[config.mk]
export PLATFORM = sky130hd
export DESIGN_NAME = dmc_nbr_unit
export DESIGN_NICKNAME = d
export VERILOG_FILES = /design/src/sv/dfs_maze_carver_macros.svh /design/src/sv/dmc_pkg.sv /design/src/sv/dmc_nbr_unit.sv
export SDC_FILE = /design/constraint.sdc
export NUM_CORES = 1
export LEC_CHECK = 0
export BUFFER_PORTS_ARGS = -buffer_cell sky130_fd_sc_hd__buf_2
export CAP_MARGIN = 10
export CORE_ASPECT_RATIO = 1.1
export CORE_MARGIN = 8
export CORE_UTILIZATION = 30
export DETAILED_ROUTE_END_ITERATION = 7
export SLEW_MARGIN = 25
export SYNTH_ARGS = -nofsm -noshare
export SYNTH_HDL_FRONTEND = slang
export SYNTH_SLANG_ARGS = --single-unit
[constraint.sdc]
create_clock -name vclk -period 8.9
set_input_delay 0.89 -clock vclk [all_inputs]
set_output_delay 0.89 -clock vclk [all_outputs]
set_load 0.01 [all_outputs]
[src/sv/dfs_maze_carver_macros.svh]
// ----------------------------------------------------------------------------
// dfs_maze_carver_macros
// Assertion macros for the maze carver; empty when SYNTHESIS is defined.
// ----------------------------------------------------------------------------
`ifndef DFS_MAZE_CARVER_MACROS_SVH
`define DFS_MAZE_CARVER_MACROS_SVH

`ifndef SYNTHESIS
// same-cycle implication
`define DMC_ASSERT_IMP(lbl, ante, cons, msg) \
  lbl: assert property (@(posedge clk_i) disable iff (!rst_ni) (ante) |-> (cons)) \
    else $error(msg);
// next-cycle implication
`define DMC_ASSERT_NXT(lbl, ante, cons, msg) \
  lbl: assert property (@(posedge clk_i) disable iff (!rst_ni) (ante) |=> (cons)) \
    else $error(msg);
`else
`define DMC_ASSERT_IMP(lbl, ante, cons, msg)
`define DMC_ASSERT_NXT(lbl, ante, cons, msg)
`endif

`endif

[src/sv/dmc_pkg.sv]
// ----------------------------------------------------------------------------
// dmc_pkg
// Types, constants and direction-order functions of the maze carver.
// ----------------------------------------------------------------------------
`default_nettype none

package dmc_pkg;

  localparam int DEF_MAX_WIDTH  = 64;
  localparam int DEF_MAX_HEIGHT = 64;

  localparam int DIM_W       = 9;  // holds 1..256
  localparam int CFG_W       = 7;
  localparam int CFG_IDX_W   = 2;
  localparam int START_W     = 6;
  localparam int OUT_COORD_W = 6;
  localparam int PERM_W      = 5;
  localparam int DIR_W       = 2;
  localparam int NEXT_W      = 3;  // 0..4

  localparam logic [CFG_IDX_W-1:0] REG_GRID_WIDTH  = 2'd0;
  localparam logic [CFG_IDX_W-1:0] REG_GRID_HEIGHT = 2'd1;
  localparam logic [CFG_IDX_W-1:0] REG_START_ROW   = 2'd2;
  localparam logic [CFG_IDX_W-1:0] REG_START_COL   = 2'd3;

  localparam logic [CFG_W-1:0] GRID_WIDTH_RST  = 7'd16;
  localparam logic [CFG_W-1:0] GRID_HEIGHT_RST = 7'd16;

  localparam logic [DIR_W-1:0] DIR_RIGHT = 2'd0;
  localparam logic [DIR_W-1:0] DIR_DOWN  = 2'd1;
  localparam logic [DIR_W-1:0] DIR_LEFT  = 2'd2;
  localparam logic [DIR_W-1:0] DIR_UP    = 2'd3;

  localparam logic ACTION_BEGIN = 1'b0;

  typedef enum logic [2:0] {
    ST_IDLE,
    ST_CLEAR,
    ST_TRY,
    ST_CHECK,
    ST_POP,
    ST_POP_LOAD
  } state_e;

  typedef struct packed {
    logic             inb;
    logic [DIR_W-1:0] dir;
  } nbr_t;

  function automatic logic [PERM_W-1:0] perm_reduce(input logic [PERM_W-1:0] p);
    logic [PERM_W-1:0] r;
    r = (p >= PERM_W'(24)) ? p - PERM_W'(24) : p;
    return r;
  endfunction

  // direction at position pos of lexicographic permutation k of R,D,L,U
  function automatic logic [DIR_W-1:0] perm_dir(input logic [PERM_W-1:0] k,
                                                input logic [1:0]        pos);
    logic [1:0]        i0;
    logic [1:0]        i1;
    logic              i2;
    logic [PERM_W-1:0] sub;
    logic [2:0]        k1;
    logic [1:0]        r1_0, r1_1, r1_2;
    logic [1:0]        r2_0, r2_1;
    logic [1:0]        p1, p2, p3;
    logic [1:0]        res;
    i0   = (k >= PERM_W'(18)) ? 2'd3 : (k >= PERM_W'(12)) ? 2'd2 :
           (k >= PERM_W'(6)) ? 2'd1 : 2'd0;
    sub  = (i0 == 2'd3) ? PERM_W'(18) : (i0 == 2'd2) ? PERM_W'(12) :
           (i0 == 2'd1) ? PERM_W'(6) : PERM_W'(0);
    k1   = 3'(k - sub);
    i1   = k1[2:1];
    i2   = k1[0];
    r1_0 = (i0 == 2'd0) ? 2'd1 : 2'd0;
    r1_1 = (i0 <= 2'd1) ? 2'd2 : 2'd1;
    r1_2 = (i0 <= 2'd2) ? 2'd3 : 2'd2;
    p1   = (i1 == 2'd0) ? r1_0 : (i1 == 2'd1) ? r1_1 : r1_2;
    r2_0 = (i1 == 2'd0) ? r1_1 : r1_0;
    r2_1 = (i1 == 2'd2) ? r1_1 : r1_2;
    p2   = i2 ? r2_1 : r2_0;
    p3   = i2 ? r2_0 : r2_1;
    unique case (pos)
      2'd0: res = i0;
      2'd1: res = p1;
      2'd2: res = p2;
      default: res = p3;
    endcase
    return res;
  endfunction

endpackage

`default_nettype wire

[src/sv/dmc_nbr_unit.sv]
// ----------------------------------------------------------------------------
// dmc_nbr_unit
// Shared neighbor unit: picks the next direction of the top cell and checks
// the neighbor against the grid bounds.
// ----------------------------------------------------------------------------
`default_nettype none

module dmc_nbr_unit #(
  parameter int ROW_W = 6,
  parameter int COL_W = 6
) (
  input  wire logic [ROW_W-1:0]          row_i,
  input  wire logic [COL_W-1:0]          col_i,
  input  wire logic [dmc_pkg::PERM_W-1:0] perm_i,
  input  wire logic [1:0]                pos_i,
  input  wire logic [dmc_pkg::DIM_W-1:0]  eff_w_i,
  input  wire logic [dmc_pkg::DIM_W-1:0]  eff_h_i,
  output dmc_pkg::nbr_t                  nbr_o,
  output logic [ROW_W-1:0]               nrow_o,
  output logic [COL_W-1:0]               ncol_o
);

  logic [dmc_pkg::DIR_W-1:0] dir;
  logic [ROW_W:0]            nr;
  logic [COL_W:0]            nc;
  logic                      under;

  always_comb begin
    dir   = dmc_pkg::perm_dir(perm_i, pos_i);
    nr    = {1'b0, row_i};
    nc    = {1'b0, col_i};
    under = 1'b0;
    unique case (dir)
      dmc_pkg::DIR_RIGHT: nc = nc + (COL_W+1)'(1);
      dmc_pkg::DIR_DOWN:  nr = nr + (ROW_W+1)'(1);
      dmc_pkg::DIR_LEFT: begin
        under = (col_i == '0);
        nc    = nc - (COL_W+1)'(1);
      end
      dmc_pkg::DIR_UP: begin
        under = (row_i == '0);
        nr    = nr - (ROW_W+1)'(1);
      end
    endcase
    nbr_o.dir = dir;
    nbr_o.inb = !under && (dmc_pkg::DIM_W'(nr) < eff_h_i) &&
                (dmc_pkg::DIM_W'(nc) < eff_w_i);
    nrow_o    = nr[ROW_W-1:0];
    ncol_o    = nc[COL_W-1:0];
  end

endmodule

`default_nettype wire

; Word-level counts from Yosys, hierarchy flattened
; Cells that the tools add are included.
[totals]
out_inout_bits = 15
ff_bits = 0
[classes]
reduce_logical = 9
n_addsub = 5
order_cmp = 7
n_eq_ne = 10
mux = 19
[op_table]
columns = operator, count
row1 = one-hot mux 7 bit (2 select lines), 2
row2 = < comparator 7 x 9 -> 1 bit, 2
row3 = two-way mux 2 bit, 9
row4 = "adder 6 x 1 -> 7 bit, second input constant", 2
row5 = "subtractor 6 x 1 -> 7 bit, second input constant", 2
row6 = "equality test 2 bit, second input constant", 6
row7 = zero test 6 bit, 2
row8 = two-way mux 3 bit, 3
row9 = "equality test 2 x 1 -> 1 bit, second input constant", 4
row10 = zero test 2 bit, 4
row11 = one-hot mux 2 bit (3 select lines), 1
row12 = "greater-or-equal comparator 5 x 3 -> 1 bit, second input constant", 1
row13 = "greater-or-equal comparator 5 x 4 -> 1 bit, second input constant", 1
row14 = "greater-or-equal comparator 5 bit, second input constant", 1
row15 = two-way mux 1 bit, 3
row16 = subtractor 3 bit, 1
row17 = "less-or-equal comparator 2 x 1 -> 1 bit, second input constant", 1
row18 = "less-or-equal comparator 2 bit, second input constant", 1
row19 = logical AND 1 bit, 2
row20 = one-hot mux 1 bit (2 select lines), 1
row21 = zero test 1 bit, 1

; Depth between registers and ports, before layout
[logic_depth]
word_depth = 18
mapped_depth = 28
mapped_depth_nobuf = 27

; Worst setup path after synthesis
; OpenSTA, ideal clock, no wires.
[synth_timing]
path_kind = input -> output
from = in perm_i[2] (netlist bit)
to = out nbr_o[2] (netlist bit)
required_ns = 8.010
arrival_ns = 5.849
path_buffers = 1
path_stages = 28
setup_slack_ns = 2.161
path_cell_list = nor2b_1 > o21ai_0 > nand2_1 > ha_1 > nand2b_1 > ha_1 > xor3_2 > nand2_1 > mux2_4 > or2_1 > a21bo_2 > nand2_1 > buf_6 > inv_1 > nor2_1 > ha_1 > a21o_1 > a21oi_1 > xnor2_1 > a21oi_1 > ha_1 > a21oi_1 > nor2b_1 > o21ai_0 > nand2b_1 > a21oi_1 > o32ai_1 > nor4_1
[synth_rtl]
columns = element, line_no
row1 = start: declaration, dmc_nbr_unit.sv:14  ; input wire logic [dmc_pkg::PERM_W-1:0] perm_i,
row2 = end: declaration, dmc_nbr_unit.sv:18  ; output dmc_pkg::nbr_t nbr_o,

==> results.py <==
metrics = {
    "status": {
        "result_of_the_run": "finished, final reports clean",
    },
    "yosys": {
        "synthesized_nets": 239,
        "syn-mean-instance-area_um2": 7.135,
        "synthesis.yosys.warnings": 0,
        "post_synth_num_cell_types": 40,
        "yosys-top-cells-count": "ha_1 (25), inv_1 (23), a21oi_1 (19)",
        "synth_area_leaders": "ha_1 (25%), a21oi_1 (7.6%), inv_1 (6.9%)",
        "yosysTopAreaCellShare": 0.2505,
        "synth_seq_area_share": 0,
        "postSynthCellCount": 175,
        "mappedNetlistArea_um2": 1249,
        "post-synth-top-area-cell": "ha_1",
        "synth.most_common_cell": "ha_1",
    },
    "drt": {
        "drt_first_pass_iters": 4,
        "drt_drc_violations_left": 0,
        "totalWireLength_um": 3182,
        "postRouteAntennaNets": 0,
        "drt-wirelength-per-cell_um": 11.53,
        "dr_iter_0_viols": 50,
        "vias": 1325,
        "vias_per_cell": 4.801,
    },
    "setup_path": {
        "cpPeakStageDelay_ns": 0.49,
        "crit_path_end_kind": "primary output",
        "setup.worst_path.start_class": "primary input",
        "cp.arrival_ns": 6.67,
        "cp_common_cell": "ha_1",
        "critical_path_fanout_max": 21,
        "criticalPathCategory": "primary input to primary output",
        "critical_path_required_ns": 8.01,
        "worst-path-buf-inv": 3,
        "top_cell_family_by_delay_on_the_critical_path": "simple AND/OR/NAND/NOR gates",
        "critical-path-slowest-cell": "nand2_1",
    },
    "timing": {
        "report.final.setup_viol": 0,
        "rsz_0062_raised_after_global_routing": "false",
        "final-hold-violation-count": 0,
        "setup_total_negative_slack_ns": 0,
        "post-route-worst-setup-slack_ns": 1.342,
        "timing.max_slew.rel_slack": 0.5640,
        "fmax_mhz": 132.3,
        "period_needed_ns": 7.558,
        "min_period_over_period": 0.8493,
        "tightestPinTransition_ns": 0.6525,
        "timing_max_transition_violations_final": 0,
    },
    "layout": {
        "antenna_cells": 0,
        "design_area_um2": 1548,
        "layout-drive-gt1-share": 0.2723,
        "finish.net_count": 290,
        "layoutNonFillerInstCount": 276,
        "numSequentialCells": 0,
        "synthToLayoutAreaGrowth_pct": 23.95,
        "seqCellArea_um2": 0,
        "num-clock-buffers": 0,
    },
    "place": {
        "place.gp.congestion": 0.7716,
        "place.detailed.instances": 276,
        "port_buffers": 52,
        "place_area_um2": 1548,
        "post-dp-hpwl_um": 2899,
        "detailedPlace.worstSlack_ns": 1.305,
    },
    "floorplanning": {
        "pin_count": 52,
        "floorplan.die_area_um2": 6485,
        "placeableCoreArea_um2": 3994,
        "die_w_um": 77.52,
        "rows": 24,
        "floorplan.initialDensity": 0.3127,
        "die-height_um": 83.67,
    },
    "pwr": {
        "vdd_ir_drop_max_uv": 29.69,
        "power_uw": 203.5,
        "p_leak_uw": 0.0008618,
        "cellPowerDensity_nw_per_um2": 131.5,
    },
    "clocking": {
        "post_cts.resized_instances": 0,
        "postCtsSetupBuffers": 0,
        "cts-hold-fix-buffers": 0,
    },
    "hold_path": {
        "holdCritPathClass": "primary input to primary output",
    },
    "grt": {
        "global_route_wire_length_before_repair_um": 5354,
        "gr-total-overflow": 0,
        "grt_pass1_vias": 1286,
        "grt_max_degree": 22,
        "grt.total_usage": 0.09143,
        "antenna_found_initial": 0,
    },
    "flow_run": {
        "drv.max_cap_violation_count": 0,
    },
}
[path summary, 6_finish.rpt]
kind  depth (start not counted)      start   endpoint  slack (ns)
max                          29  perm_i[2]   nbr_o[2]        1.34
min                           3   col_i[0]  ncol_o[0]        2.15
[metrics by stage]
stage | hold WS (ns) | utilization
after detailed placement | 2.154 | 0.3875
after global placement | 2.163 | 0.3875
after global routing | 2.171 | 0.3875
final | 2.147 | 0.3875
after floorplan | 1.860 | -
after CTS | 2.155 | 0.3875
[layer usage]
layer	routed length, um	track usage	vias up	share of wire
met2	1547	0.1618	27	0.49
met1	1490	0.1156	578	0.47
met5	0	0	-	0
met3	107	0.01078	4	0.034
met4	37	0.01375	0	0.012
li1	-	-	716	-
[cell families (layout without fill, tap and decap cells)]
| group | count (synthesis) | after routing | synth area share |
|---|---|---|---|
| AOI/OAI and AO/OA | 51 | 51 | 0.2515 |
| buffers and inverters | 26 | 75 | 0.09017 |
| xor gates and xnor gates | 13 | 13 | 0.1042 |
| adders and majority gates | 27 | 27 | 0.2826 |
| and+or+nand+nor | 51 | 51 | 0.2024 |
| muxes | 7 | 7 | 0.06914 |
[area by class of cell]
class                      instances  area, um^2
fill                             440        2446
inverter                          23       86.33
multi-input combinational        149        1136
timing repair buffer              52       260.3
tap                               52       65.06
[layout by cell type (no fill, tap or decap), types with 2 or more instances in the layout]
master	instances
nor3_1	2
xor2_1	3
a21o_1	6
a21oi_1	19
inv_1	23
nor2b_1	3
nand4_1	3
o21bai_1	4
buf_2	52
fa_1	2
or2b_1	2
nand3_1	2
xnor2_1	9
mux2_4	3
o21ai_0	12
nand2b_1	3
ha_1	25
nor4_1	3
nand2_1	13
mux2i_1	3
or3_1	2
nor2_1	14
[tightest hold or removal path: cells and delay by family]
kind	cells	cell delay, ns
buffers and inverters	2	0.29
XOR/XNOR	1	0.08
[where the power goes]
group          switching, uW  internal [uW]
Combinational            108           95.0
Clock                      0              0
Sequential                 0              0
Note: power is estimated with default switching activity, not from simulation.
